### config.mk
export PLATFORM = sky130hd
export DESIGN_NAME = lcd_window_command_serializer_top
export DESIGN_NICKNAME = d
export VERILOG_FILES = /design/src/design/lwcs_pkg.sv /design/src/design/lwcs_decode.sv /design/src/design/lwcs_emit.sv /design/src/design/lcd_window_command_serializer_top.sv
export SDC_FILE = /design/constraint.sdc
export NUM_CORES = 1
export LEC_CHECK = 0
export BUFFER_PORTS_ARGS = -buffer_cell sky130_fd_sc_hd__clkbuf_2
export CELL_PAD_IN_SITES_DETAIL_PLACEMENT = 0
export CELL_PAD_IN_SITES_GLOBAL_PLACEMENT = 1
export CORE_ASPECT_RATIO = 1.5
export CORE_MARGIN = 4
export CORE_UTILIZATION = 35
export CTS_CLUSTER_SIZE = 8
export DETAILED_ROUTE_END_ITERATION = 6
export PLACE_DENSITY = 0.64
export SYNTH_ARGS = -nofsm -noshare
export SYNTH_HDL_FRONTEND = slang
export SYNTH_SLANG_ARGS = --single-unit
### constraint.sdc
create_clock -name aclk -period 6.2 [get_ports aclk]
set_input_delay 0.93 -clock aclk [delete_from_list [all_inputs] [get_ports aclk]]
set_output_delay 0.93 -clock aclk [all_outputs]
set_load 0.01 [all_outputs]
### src/design/lwcs_pkg.sv
// Shared package for the LCD window command serializer.
// Holds field widths, function and opcode constants, sequence slots and the structs
// passed between the decode stage, the byte sequencer and the top level.
package lwcs_pkg;

    localparam int unsigned COORD_W   = 16;
    localparam int unsigned BYTE_W    = 8;
    localparam int unsigned FUNC_W    = 3;
    localparam int unsigned IDX_W     = 4;
    localparam int unsigned S_TDATA_W = 88;
    localparam int unsigned S_TUSER_W = 3;
    localparam int unsigned M_TDATA_W = 16;
    localparam int unsigned M_TUSER_W = 2;
    localparam int unsigned APB_DW    = 32;
    localparam int unsigned APB_AW    = 4;

    // Request functions.
    localparam logic [FUNC_W-1:0] FUNC_PIXEL  = 3'd0;
    localparam logic [FUNC_W-1:0] FUNC_CLIP   = 3'd1;
    localparam logic [FUNC_W-1:0] FUNC_STRICT = 3'd2;
    localparam logic [FUNC_W-1:0] FUNC_COLOR  = 3'd3;
    localparam logic [FUNC_W-1:0] FUNC_CLOSE  = 3'd4;
    localparam logic [FUNC_W-1:0] FUNC_INVERT = 3'd5;

    // Controller opcodes.
    localparam logic [BYTE_W-1:0] OP_COLSET   = 8'h2A;
    localparam logic [BYTE_W-1:0] OP_ROWSET   = 8'h2B;
    localparam logic [BYTE_W-1:0] OP_MEMWRITE = 8'h2C;
    localparam logic [BYTE_W-1:0] OP_INV_OFF  = 8'h20;
    localparam logic [BYTE_W-1:0] OP_INV_ON   = 8'h21;

    // Register indexes on the configuration port.
    localparam logic [1:0] REG_SCREEN_WIDTH  = 2'd0;
    localparam logic [1:0] REG_SCREEN_HEIGHT = 2'd1;
    localparam logic [1:0] REG_OFFSET_X      = 2'd2;
    localparam logic [1:0] REG_OFFSET_Y      = 2'd3;

    // Register reset values.
    localparam logic [COORD_W-1:0] RST_SCREEN_WIDTH  = 16'd128;
    localparam logic [COORD_W-1:0] RST_SCREEN_HEIGHT = 16'd160;
    localparam logic [COORD_W-1:0] RST_OFFSET_X      = 16'd1;
    localparam logic [COORD_W-1:0] RST_OFFSET_Y      = 16'd2;

    // Byte slots of the window and pixel sequence.
    localparam logic [IDX_W-1:0] IDX_COLSET   = 4'd0;
    localparam logic [IDX_W-1:0] IDX_X1_HI    = 4'd1;
    localparam logic [IDX_W-1:0] IDX_X1_LO    = 4'd2;
    localparam logic [IDX_W-1:0] IDX_X2_HI    = 4'd3;
    localparam logic [IDX_W-1:0] IDX_X2_LO    = 4'd4;
    localparam logic [IDX_W-1:0] IDX_ROWSET   = 4'd5;
    localparam logic [IDX_W-1:0] IDX_Y1_HI    = 4'd6;
    localparam logic [IDX_W-1:0] IDX_Y1_LO    = 4'd7;
    localparam logic [IDX_W-1:0] IDX_Y2_HI    = 4'd8;
    localparam logic [IDX_W-1:0] IDX_Y2_LO    = 4'd9;
    localparam logic [IDX_W-1:0] IDX_MEMWRITE = 4'd10;
    localparam logic [IDX_W-1:0] IDX_COLOR_HI = 4'd11;
    localparam logic [IDX_W-1:0] IDX_COLOR_LO = 4'd12;

    // Kind of byte sequence a decoded request produces.
    typedef enum logic [2:0] {
        JOB_STATUS,
        JOB_CMD,
        JOB_PAIR,
        JOB_WINDOW,
        JOB_PIXEL
    } job_kind_t;

    typedef struct packed {
        logic [COORD_W-1:0] width;
        logic [COORD_W-1:0] height;
        logic [COORD_W-1:0] off_x;
        logic [COORD_W-1:0] off_y;
    } cfg_t;

    typedef struct packed {
        logic [FUNC_W-1:0]  func;
        logic [COORD_W-1:0] x;
        logic [COORD_W-1:0] y;
        logic [COORD_W-1:0] width;
        logic [COORD_W-1:0] height;
        logic [COORD_W-1:0] color;
        logic               enable;
    } item_t;

    typedef struct packed {
        job_kind_t          kind;
        logic               accepted;
        logic               sel;
        logic [BYTE_W-1:0]  cmd;
        logic [COORD_W-1:0] x1;
        logic [COORD_W-1:0] y1;
        logic [COORD_W-1:0] x2;
        logic [COORD_W-1:0] y2;
        logic [COORD_W-1:0] color;
    } job_t;

endpackage

### src/design/lwcs_decode.sv
// Request decode for the LCD window command serializer.
// Runs bounds checks and clipping on one registered request and builds a job.
// Depends on lwcs_pkg.
module lwcs_decode (
    input  lwcs_pkg::item_t cfg_item,
    input  lwcs_pkg::cfg_t  cfg,
    input  logic            window_open,
    output lwcs_pkg::job_t  job,
    output logic            window_open_next
);

    logic                         off_panel;
    logic [lwcs_pkg::COORD_W:0]   sum_x;
    logic [lwcs_pkg::COORD_W:0]   sum_y;
    logic                         over_x;
    logic                         over_y;
    logic [lwcs_pkg::COORD_W-1:0] fit_x;
    logic [lwcs_pkg::COORD_W-1:0] fit_y;
    logic [lwcs_pkg::COORD_W-1:0] edge_x;
    logic [lwcs_pkg::COORD_W-1:0] edge_y;

    // Bounds tests and the far corner of a window before offsets.
    always_comb begin
        off_panel = (cfg_item.x >= cfg.width) || (cfg_item.y >= cfg.height);
        sum_x  = {1'b0, cfg_item.x} + {1'b0, cfg_item.width};
        sum_y  = {1'b0, cfg_item.y} + {1'b0, cfg_item.height};
        over_x = sum_x > {1'b0, cfg.width};
        over_y = sum_y > {1'b0, cfg.height};
        fit_x  = sum_x[lwcs_pkg::COORD_W-1:0] - 16'd1;
        fit_y  = sum_y[lwcs_pkg::COORD_W-1:0] - 16'd1;
        // A clipped edge ends on the last column or row of the panel.
        edge_x = over_x ? (cfg.width - 16'd1) : fit_x;
        edge_y = over_y ? (cfg.height - 16'd1) : fit_y;
    end

    // Select the job; rejected requests fall through as a status result.
    always_comb begin
        job.kind         = lwcs_pkg::JOB_STATUS;
        job.accepted     = 1'b0;
        job.sel          = window_open;
        job.cmd          = lwcs_pkg::OP_INV_OFF;
        job.x1           = cfg_item.x;
        job.y1           = cfg_item.y;
        job.x2           = fit_x;
        job.y2           = fit_y;
        job.color        = cfg_item.color;
        window_open_next = window_open;
        unique case (cfg_item.func)
            lwcs_pkg::FUNC_PIXEL: begin
                if (!off_panel) begin
                    job.kind         = lwcs_pkg::JOB_PIXEL;
                    job.accepted     = 1'b1;
                    job.x2           = cfg_item.x + 16'd1;
                    job.y2           = cfg_item.y + 16'd1;
                    window_open_next = 1'b0;
                end
            end
            lwcs_pkg::FUNC_CLIP: begin
                if (!off_panel) begin
                    job.kind         = lwcs_pkg::JOB_WINDOW;
                    job.accepted     = 1'b1;
                    job.x2           = edge_x;
                    job.y2           = edge_y;
                    window_open_next = 1'b1;
                end
            end
            lwcs_pkg::FUNC_STRICT: begin
                if (!off_panel && !over_x && !over_y) begin
                    job.kind         = lwcs_pkg::JOB_WINDOW;
                    job.accepted     = 1'b1;
                    window_open_next = 1'b1;
                end
            end
            lwcs_pkg::FUNC_COLOR: begin
                if (window_open) begin
                    job.kind     = lwcs_pkg::JOB_PAIR;
                    job.accepted = 1'b1;
                end
            end
            lwcs_pkg::FUNC_CLOSE: begin
                job.accepted     = 1'b1;
                job.sel          = 1'b0;
                window_open_next = 1'b0;
            end
            lwcs_pkg::FUNC_INVERT: begin
                job.kind         = lwcs_pkg::JOB_CMD;
                job.accepted     = 1'b1;
                job.cmd          = cfg_item.enable ? lwcs_pkg::OP_INV_ON : lwcs_pkg::OP_INV_OFF;
                window_open_next = 1'b0;
            end
            default: begin
                job.accepted = 1'b0;
            end
        endcase
    end

endmodule

### src/design/lwcs_emit.sv
// Byte sequencer of the LCD window command serializer.
// Holds one decoded job, steps through its byte slots and drives the result register.
// Depends on lwcs_pkg.
module lwcs_emit (
    input  logic                             aclk,
    input  logic                             aresetn,
    input  logic                             job_valid,
    output logic                             job_ready,
    input  lwcs_pkg::job_t                   job,
    input  lwcs_pkg::cfg_t                   cfg,
    output logic                             m_tvalid,
    input  logic                             m_tready,
    output logic [lwcs_pkg::M_TDATA_W-1:0]   m_tdata,
    output logic [lwcs_pkg::M_TUSER_W-1:0]   m_tuser,
    output logic                             m_tlast
);

    lwcs_pkg::job_t              job_reg;
    logic                        busy_reg;
    logic                        busy_next;
    logic [lwcs_pkg::IDX_W-1:0]  idx_reg;
    logic [lwcs_pkg::IDX_W-1:0]  idx_next;
    logic [lwcs_pkg::IDX_W-1:0]  end_idx;
    logic                        m_valid_reg;
    logic                        m_valid_next;
    logic [lwcs_pkg::BYTE_W-1:0] byte_reg;
    logic                        has_reg;
    logic                        data_reg;
    logic                        sel_reg;
    logic                        acc_reg;
    logic                        last_reg;

    logic                         is_end;
    logic                         out_adv;
    logic                         step;
    logic                         load;
    logic [lwcs_pkg::COORD_W-1:0] word;
    logic [lwcs_pkg::COORD_W-1:0] offs;
    logic [lwcs_pkg::COORD_W-1:0] coord;
    logic                         hi;
    logic                         is_cmd;
    logic [lwcs_pkg::BYTE_W-1:0]  slot_cmd;
    logic [lwcs_pkg::BYTE_W-1:0]  byte_c;
    logic                         has_c;
    logic                         data_c;
    logic                         sel_c;
    logic                         acc_c;
    logic                         last_c;

    // Final slot of the current job.
    always_comb begin
        unique case (job_reg.kind)
            lwcs_pkg::JOB_WINDOW: end_idx = lwcs_pkg::IDX_MEMWRITE;
            lwcs_pkg::JOB_PIXEL:  end_idx = lwcs_pkg::IDX_COLOR_LO;
            lwcs_pkg::JOB_PAIR:   end_idx = lwcs_pkg::IDX_COLOR_LO;
            default:              end_idx = lwcs_pkg::IDX_COLSET;
        endcase
    end

    // Handshake: a new job may load in the cycle the last byte moves out.
    assign is_end    = idx_reg == end_idx;
    assign out_adv   = !m_valid_reg || m_tready;
    assign step      = busy_reg && out_adv;
    assign job_ready = !busy_reg || (step && is_end);
    assign load      = job_valid && job_ready;

    // Pick the word, offset and byte half of the current slot.
    always_comb begin
        word     = job_reg.color;
        offs     = '0;
        hi       = 1'b1;
        is_cmd   = 1'b0;
        slot_cmd = lwcs_pkg::OP_COLSET;
        unique case (idx_reg)
            lwcs_pkg::IDX_COLSET: begin
                is_cmd = 1'b1;
            end
            lwcs_pkg::IDX_X1_HI: begin
                word = job_reg.x1;
                offs = cfg.off_x;
            end
            lwcs_pkg::IDX_X1_LO: begin
                word = job_reg.x1;
                offs = cfg.off_x;
                hi   = 1'b0;
            end
            lwcs_pkg::IDX_X2_HI: begin
                word = job_reg.x2;
                offs = cfg.off_x;
            end
            lwcs_pkg::IDX_X2_LO: begin
                word = job_reg.x2;
                offs = cfg.off_x;
                hi   = 1'b0;
            end
            lwcs_pkg::IDX_ROWSET: begin
                is_cmd   = 1'b1;
                slot_cmd = lwcs_pkg::OP_ROWSET;
            end
            lwcs_pkg::IDX_Y1_HI: begin
                word = job_reg.y1;
                offs = cfg.off_y;
            end
            lwcs_pkg::IDX_Y1_LO: begin
                word = job_reg.y1;
                offs = cfg.off_y;
                hi   = 1'b0;
            end
            lwcs_pkg::IDX_Y2_HI: begin
                word = job_reg.y2;
                offs = cfg.off_y;
            end
            lwcs_pkg::IDX_Y2_LO: begin
                word = job_reg.y2;
                offs = cfg.off_y;
                hi   = 1'b0;
            end
            lwcs_pkg::IDX_MEMWRITE: begin
                is_cmd   = 1'b1;
                slot_cmd = lwcs_pkg::OP_MEMWRITE;
            end
            lwcs_pkg::IDX_COLOR_HI: begin
                hi = 1'b1;
            end
            lwcs_pkg::IDX_COLOR_LO: begin
                hi = 1'b0;
            end
            default: begin
                hi = 1'b1;
            end
        endcase
        coord = word + offs;
    end

    // Build the result fields for the current slot.
    always_comb begin
        byte_c = '0;
        has_c  = 1'b1;
        data_c = 1'b0;
        sel_c  = 1'b1;
        acc_c  = 1'b1;
        last_c = 1'b1;
        unique case (job_reg.kind)
            lwcs_pkg::JOB_STATUS: begin
                has_c = 1'b0;
                sel_c = job_reg.sel;
                acc_c = job_reg.accepted;
            end
            lwcs_pkg::JOB_CMD: begin
                byte_c = job_reg.cmd;
                sel_c  = 1'b0;
            end
            lwcs_pkg::JOB_PAIR, lwcs_pkg::JOB_WINDOW, lwcs_pkg::JOB_PIXEL: begin
                if (is_cmd) begin
                    byte_c = slot_cmd;
                end else begin
                    byte_c = hi ? coord[15:8] : coord[7:0];
                end
                data_c = !is_cmd;
                // A pixel releases chip select after its last color byte.
                sel_c  = !((job_reg.kind == lwcs_pkg::JOB_PIXEL) && is_end);
                last_c = is_end;
            end
            default: begin
                has_c = 1'b0;
            end
        endcase
    end

    // Next state of the sequencer and the result register.
    always_comb begin
        busy_next = busy_reg;
        idx_next  = idx_reg;
        if (load) begin
            busy_next = 1'b1;
            idx_next  = (job.kind == lwcs_pkg::JOB_PAIR) ? lwcs_pkg::IDX_COLOR_HI
                                                          : lwcs_pkg::IDX_COLSET;
        end else if (step) begin
            busy_next = !is_end;
            idx_next  = idx_reg + 4'd1;
        end
        m_valid_next = out_adv ? busy_reg : m_valid_reg;
    end

    // Control registers.
    always_ff @(posedge aclk) begin
        if (!aresetn) begin
            busy_reg    <= 1'b0;
            idx_reg     <= '0;
            m_valid_reg <= 1'b0;
        end else begin
            busy_reg    <= busy_next;
            idx_reg     <= idx_next;
            m_valid_reg <= m_valid_next;
        end
    end

    // Payload registers.
    always_ff @(posedge aclk) begin
        if (load) begin
            job_reg <= job;
        end
        if (step) begin
            byte_reg <= byte_c;
            has_reg  <= has_c;
            data_reg <= data_c;
            sel_reg  <= sel_c;
            acc_reg  <= acc_c;
            last_reg <= last_c;
        end
    end

    assign m_tvalid = m_valid_reg;
    assign m_tdata  = {6'd0, acc_reg, sel_reg, byte_reg};
    assign m_tuser  = {data_reg, has_reg};
    assign m_tlast  = last_reg;

endmodule

### src/design/lcd_window_command_serializer_top.sv
// Top level of the LCD window command serializer.
// Holds the APB registers, the request register and the window state; uses
// lwcs_pkg, lwcs_decode and lwcs_emit.
//
//  channel  | direction | handshake                | payload
//  ---------+-----------+--------------------------+------------------------------
//  s_       | in        | s_tvalid / s_tready      | s_tdata, s_tuser (request)
//  m_       | out       | m_tvalid / m_tready      | m_tdata, m_tuser, m_tlast
//  APB      | in        | psel / penable / pready  | paddr, pwdata, prdata
//
// A request is decoded in the request register and then occupies the byte
// sequencer for one cycle per result while m_ does not stall: 1 result for
// status, close and invert, 2 for a color, 11 for a window, 13 for a pixel.
// The next request is decoded while the last byte of the previous one moves
// out, so results stream without gaps. A request passes through the request
// register, the sequencer job register and the result register.
// Reset is synchronous and active low; it restores register defaults and
// closes the window. A stall on m_ holds the result register and backs up
// into the sequencer and then the request register.
module lcd_window_command_serializer_top (
    input  logic                           aclk,
    input  logic                           aresetn,
    // tdata: x[15:0], y[31:16], width[47:32], height[63:48], color[79:64],
    // enable[80], zero fill up to 87
    input  logic [lwcs_pkg::S_TDATA_W-1:0] s_tdata,
    // tuser: func[2:0]
    input  logic [lwcs_pkg::S_TUSER_W-1:0] s_tuser,
    input  logic                           s_tvalid,
    output logic                           s_tready,
    // tdata: byte_value[7:0], select_active[8], accepted[9], zero fill up to 15
    output logic [lwcs_pkg::M_TDATA_W-1:0] m_tdata,
    // tuser: has_byte[0], is_data[1]
    output logic [lwcs_pkg::M_TUSER_W-1:0] m_tuser,
    output logic                           m_tlast,
    output logic                           m_tvalid,
    input  logic                           m_tready,
    input  logic                           psel,
    input  logic                           penable,
    input  logic                           pwrite,
    input  logic [lwcs_pkg::APB_AW-1:0]    paddr,
    input  logic [lwcs_pkg::APB_DW-1:0]    pwdata,
    output logic [lwcs_pkg::APB_DW-1:0]    prdata,
    output logic                           pready
);

    lwcs_pkg::cfg_t  cfg_reg;
    lwcs_pkg::cfg_t  cfg_next;
    lwcs_pkg::item_t item_reg;
    lwcs_pkg::job_t  job;
    logic            a_valid_reg;
    logic            a_valid_next;
    logic            window_open_reg;
    logic            window_open_next;
    logic            job_ready;
    logic            s_accept;
    logic            cfg_write;
    logic [1:0]      reg_idx;
    logic [lwcs_pkg::COORD_W-1:0] rd_word;

    // Configuration port.
    assign pready    = 1'b1;
    assign cfg_write = psel && penable && pwrite;
    assign reg_idx   = paddr[3:2];

    always_comb begin
        cfg_next = cfg_reg;
        if (cfg_write) begin
            unique case (reg_idx)
                lwcs_pkg::REG_SCREEN_WIDTH:  cfg_next.width  = pwdata[15:0];
                lwcs_pkg::REG_SCREEN_HEIGHT: cfg_next.height = pwdata[15:0];
                lwcs_pkg::REG_OFFSET_X:      cfg_next.off_x  = pwdata[15:0];
                lwcs_pkg::REG_OFFSET_Y:      cfg_next.off_y  = pwdata[15:0];
                default:                     cfg_next        = cfg_reg;
            endcase
        end
    end

    always_comb begin
        unique case (reg_idx)
            lwcs_pkg::REG_SCREEN_WIDTH:  rd_word = cfg_reg.width;
            lwcs_pkg::REG_SCREEN_HEIGHT: rd_word = cfg_reg.height;
            lwcs_pkg::REG_OFFSET_X:      rd_word = cfg_reg.off_x;
            lwcs_pkg::REG_OFFSET_Y:      rd_word = cfg_reg.off_y;
            default:                     rd_word = '0;
        endcase
    end
    assign prdata = {16'd0, rd_word};

    // Request register: refills when empty or when the sequencer takes the held request.
    assign s_tready     = !a_valid_reg || job_ready;
    assign s_accept     = s_tvalid && s_tready;
    assign a_valid_next = s_accept ? 1'b1 : (job_ready ? 1'b0 : a_valid_reg);

    always_ff @(posedge aclk) begin
        if (s_accept) begin
            item_reg.func   <= s_tuser[2:0];
            item_reg.x      <= s_tdata[15:0];
            item_reg.y      <= s_tdata[31:16];
            item_reg.width  <= s_tdata[47:32];
            item_reg.height <= s_tdata[63:48];
            item_reg.color  <= s_tdata[79:64];
            item_reg.enable <= s_tdata[80];
        end
    end

    // Control state: registers, request valid and the open-window flag.
    always_ff @(posedge aclk) begin
        if (!aresetn) begin
            cfg_reg.width   <= lwcs_pkg::RST_SCREEN_WIDTH;
            cfg_reg.height  <= lwcs_pkg::RST_SCREEN_HEIGHT;
            cfg_reg.off_x   <= lwcs_pkg::RST_OFFSET_X;
            cfg_reg.off_y   <= lwcs_pkg::RST_OFFSET_Y;
            a_valid_reg     <= 1'b0;
            window_open_reg <= 1'b0;
        end else begin
            cfg_reg     <= cfg_next;
            a_valid_reg <= a_valid_next;
            if (a_valid_reg && job_ready) begin
                window_open_reg <= window_open_next;
            end
        end
    end

    lwcs_decode u_decode (
        .cfg_item         (item_reg),
        .cfg              (cfg_reg),
        .window_open      (window_open_reg),
        .job              (job),
        .window_open_next (window_open_next)
    );

    lwcs_emit u_emit (
        .aclk      (aclk),
        .aresetn   (aresetn),
        .job_valid (a_valid_reg),
        .job_ready (job_ready),
        .job       (job),
        .cfg       (cfg_reg),
        .m_tvalid  (m_tvalid),
        .m_tready  (m_tready),
        .m_tdata   (m_tdata),
        .m_tuser   (m_tuser),
        .m_tlast   (m_tlast)
    );

`ifndef SYNTHESIS
    // A status-only result is always the single result of its request.
    a_status_last: assert property (@(posedge aclk) disable iff (!aresetn)
        m_tvalid && !m_tuser[0] |-> m_tlast)
        else $error("status result without last");

    // A byte that releases chip select ends its request.
    a_release_last: assert property (@(posedge aclk) disable iff (!aresetn)
        m_tvalid && m_tuser[0] && !m_tdata[8] |-> m_tlast)
        else $error("chip select released before the last byte");

    // A rejected request never carries a byte.
    a_reject_nobyte: assert property (@(posedge aclk) disable iff (!aresetn)
        m_tvalid && !m_tdata[9] |-> !m_tuser[0])
        else $error("rejected request produced a byte");

    // The window opens only when a decoded request is handed to the sequencer.
    a_open_on_take: assert property (@(posedge aclk) disable iff (!aresetn)
        $rose(window_open_reg) |-> $past(a_valid_reg && job_ready))
        else $error("window opened without a request transfer");
`endif

endmodule

==> run summary <==
Walking the worst path, the cells encountered are ha_1, fa_1, a211oi_2, o211ai_1, a2111oi_4, o21ai_1, a221o_1, inv_1, ha_1, a211oi_1, o21a_1, o21ai_0, o31a_1, a2111oi_4, and4b_1, a21boi_1, a221o_1. The synthesized design contains 183 enable-type register cells. The total overflow reported by the global router is 0. The I/O pin count is 188. For this run, design rule violations remaining after detail routing come to 0. The number of gates resized after CTS came out at 0. Post-CTS timing repair inserted 0 buffers for setup.

By area the synthesized netlist is led by sky130_fd_sc_hd__edfxtp_1 35%, sky130_fd_sc_hd__ha_1 9.6%, sky130_fd_sc_hd__dfxtp_1 9.1%, sky130_fd_sc_hd__nand2_1 4.9%, sky130_fd_sc_hd__xnor2_1 4.3%. The chip width is 181.4 um. The required time of the critical path came out at 6.49 ns. The most used flip-flop cell after synthesis is sky130_fd_sc_hd__edfxtp_1.

For the finished layout, the period the worst path requires is 5.379 ns. In this run the remaining antenna-violating nets after routing total 0. The final-report max-slew violation count is 0. The fraction of layout instances using a drive strength above 1 is 14.34%.

The total via count in the routed design came out at 12280. The number of buffers inserted for hold repair after clock tree synthesis came out at 0. The cell area after technology mapping came out at 15790 um2.

Summed over all cells, the static leakage comes to 6.777 nW. The number of buffers and inverters on the critical path is 1. The clock slew at the register clock pins of the worst setup and hold paths is 0.05 ns. Along the worst path, the maximum fanout reaches 16. Broken down by cell family, the worst path's largest delay share belongs to compound AO/OA/AOI/OAI gates.

The clock network latency to the later pin of the worst-skew pair is 0.54 ns. For the pin with the worst max-slew slack, the measured transition is 1.047 ns. The routability-driven placement congestion ratio is 0.9308. The biggest cell delay along the critical path came out at 0.51 ns.

The overall routed net length is 49450 um. The number of global-route vias before repair is 12590. The number of distinct standard cells referenced by the synthesized netlist came out at 78. Setup repair after global routing left no endpoint under its margin. The worst hold slack after final layout came out at 0.4096 ns. Leaving out fill and tap cells, the most frequent cells in the layout are 207 x sky130_fd_sc_hd__nand2_1, 183 x sky130_fd_sc_hd__edfxtp_1, 139 x sky130_fd_sc_hd__clkbuf_2, 121 x sky130_fd_sc_hd__ha_1.

The power density over cell area is 265.7 nW/um2. The worst hold path belongs to the class register to register. The critical path in this run is classified as register to register. The initial antenna violation count is 0. The initial core utilization is 35.32%.

The nature of the critical path startpoint is a register. The total number of H-tree levels came out at 2. Counting every sink on the clock net gives 255. Leaving out fill and tap cells, the most frequent cell in the layout is sky130_fd_sc_hd__nand2_1.

The number of I/O port buffers is 139. For the final database, setup skew stands at 0.01879 ns. The critical path endpoint category is a register. The number of max-capacitance violations reported came out at 0.

The hold path startpoint is item_reg[10]. The overall die area is 48640 um2. The beginning of the critical path is item_reg[65].

The antenna diode instance count came out at 0. The part of the Yosys area used for sequential elements is 43.94%. The largest area contributor in the netlist is sky130_fd_sc_hd__edfxtp_1. The share of Yosys cell area claimed by the top area cell type came out at 34.81%. The count of yosys warnings during synthesis is 0.

The filler cell count is 4472. The per-cell routed wire length came out at 21.65 um. The final setup violation count is 0. The all-layer global routing usage came out at 20.01%. The arrival time of data at the critical path endpoint came out at 5.67 ns.

The count of nets after finishing came out at 1947. The register with the most flip-flops in the layout has 86 of them. The first global-routing pass estimated 74870 um of wire. TritonCTS built the clock tree. Each instance of the synthesized netlist takes up on average 10.20 um2. The maximum VDD drop is 169.4 uV.

In the synthesized netlist, the number of instances is 1548. The post-route fraction of the period consumed by the critical path came out at 86.76%. The sum of negative setup slack is 0 ns. The detailed-router iteration count before antenna repair is 5. In this run the deepest clock path goes through 3 buffers. For this run, asynchronously set or reset flops after synthesis account for 0%. Clock tree synthesis selected as its root buffer the cell sky130_fd_sc_hd__clkbuf_16. The worst register-to-register path begins at item_reg[65]. The maximum frequency from static timing analysis came out at 0.1859 GHz. Headroom to the max-slew limit came out at 30.04%. The pin count of the biggest net entering global routing is 81. The starting DRC count in detailed routing came out at 618. The die boundary height came out at 268.1 um. The run finished with clean final reports. The number of buffers created by CTS came out at 37.

Power comes to 4.817 mW. The floorplan has 95 rows. The post-detailed-route via-to-cell ratio came out at 5.374. The standard cell core area is 44690 um2.

The half-perimeter wire length of the detailed placement result is 38390 um. The number of register bits inferred by synthesis is 255. The hold violation total from the final report came out at 0. Relative to the synthesized area, the layout overhead comes to 14.83%. The cell with the largest stage delay on the worst path is sky130_fd_sc_hd__a2111oi_4.
-- metrics by stage --
step                      cells  setup WS, ns  util, %  area, um2
after global placement     2232        0.8586    38.29      17110
after floorplan            1569         1.310        -      15870
after detailed placement   2232        0.8416    38.29      17110
after global routing       2284        0.4873    40.56      18130
final                      2284        0.8207    40.56      18130
after CTS                  2284        0.7997    40.56      18130
-- power breakdown --
group          switching (mW)  internal, mW  total, mW
Sequential             0.0813          1.95       2.03
Combinational           0.574         0.380      0.954
Clock                   0.727          1.10       1.83
-- final cells by class --
cell class                 instances  area [um2]  share of cell area (%)
inverter                          64       241.5                   1.332
clock buffer                      51       999.7                   5.515
tap                              582       728.2                   4.017
clock inverter                     1       16.27                 0.08973
sequential                       255        6937                   38.27
multi-input combinational       1167        8297                   45.77
timing repair buffer             164       908.4                   5.011
-- worst reg2reg max path: cells and delay by family (launching register included) --
kind,cells,cell delay [ns]
AO/OA/AOI/OAI,12,3.26
adder cells (fa/ha/maj),3,0.94
AND/OR/NAND/NOR,1,0.48
flip-flops,1,0.38
buffers and inverters,1,0.10
-- cell families (layout without fill, tap and decap cells) --
| family | count (synthesis) | in the layout | share of synthesized area (%) |
|---|---|---|---|
| AOI/OAI and AO/OA | 397 | 397 | 17.85 |
| xor gates and xnor gates | 117 | 117 | 6.491 |
| adders and majority gates | 124 | 124 | 9.971 |
| buffers and inverters | 147 | 280 | 4.161 |
| DFF | 255 | 255 | 43.94 |
| muxes | 23 | 23 | 2.727 |
| other | 2 | 23 | 0.04757 |
| and+or+nand+nor | 483 | 483 | 14.81 |
-- per-layer routing --
metal / GRT usage (%) / part of all wire [%] / wire (um)
met1: 23.15 / 40 / 19630
met2: 37.03 / 52 / 25620
met3: 2.627 / 3.9 / 1935
met4: 8.626 / 4.6 / 2256
met5: 0 / 0 / 0
-- Yosys cell counts, types with 8 or more instances --
master / instances
sky130_fd_sc_hd__a211oi_1: 11
sky130_fd_sc_hd__a21boi_0: 63
sky130_fd_sc_hd__a21o_1: 28
sky130_fd_sc_hd__a21oi_1: 59
sky130_fd_sc_hd__a221o_1: 8
sky130_fd_sc_hd__a222oi_1: 16
sky130_fd_sc_hd__a22o_1: 15
sky130_fd_sc_hd__a22oi_1: 27
sky130_fd_sc_hd__a31oi_1: 24
sky130_fd_sc_hd__and3_1: 15
sky130_fd_sc_hd__buf_1: 8
sky130_fd_sc_hd__buf_4: 27
sky130_fd_sc_hd__clkbuf_1: 45
sky130_fd_sc_hd__dfxtp_1: 72
sky130_fd_sc_hd__edfxtp_1: 183
sky130_fd_sc_hd__ha_1: 121
sky130_fd_sc_hd__inv_1: 63
sky130_fd_sc_hd__mux4_2: 16
sky130_fd_sc_hd__nand2_1: 207
sky130_fd_sc_hd__nand2b_1: 14
sky130_fd_sc_hd__nand3_1: 25
sky130_fd_sc_hd__nand4_1: 20
sky130_fd_sc_hd__nor2_1: 79
sky130_fd_sc_hd__nor2b_1: 19
sky130_fd_sc_hd__nor3_1: 36
sky130_fd_sc_hd__nor4_1: 15
sky130_fd_sc_hd__o211ai_1: 11
sky130_fd_sc_hd__o21a_1: 17
sky130_fd_sc_hd__o21ai_0: 55
sky130_fd_sc_hd__o21ai_1: 15
sky130_fd_sc_hd__or3_1: 9
sky130_fd_sc_hd__xnor2_1: 78
sky130_fd_sc_hd__xor2_1: 39
-- final timing paths --
kind	depth (start not counted)	slack, ns	end
setup / recovery	17	0.82	u_emit.job_reg[39]
hold / removal	0	0.41	u_emit.job_reg[9]
setup reg to reg	17	0.82	u_emit.job_reg[39]
hold reg to reg	0	0.41	u_emit.job_reg[9]
Power figures use the tool's default switching activity.
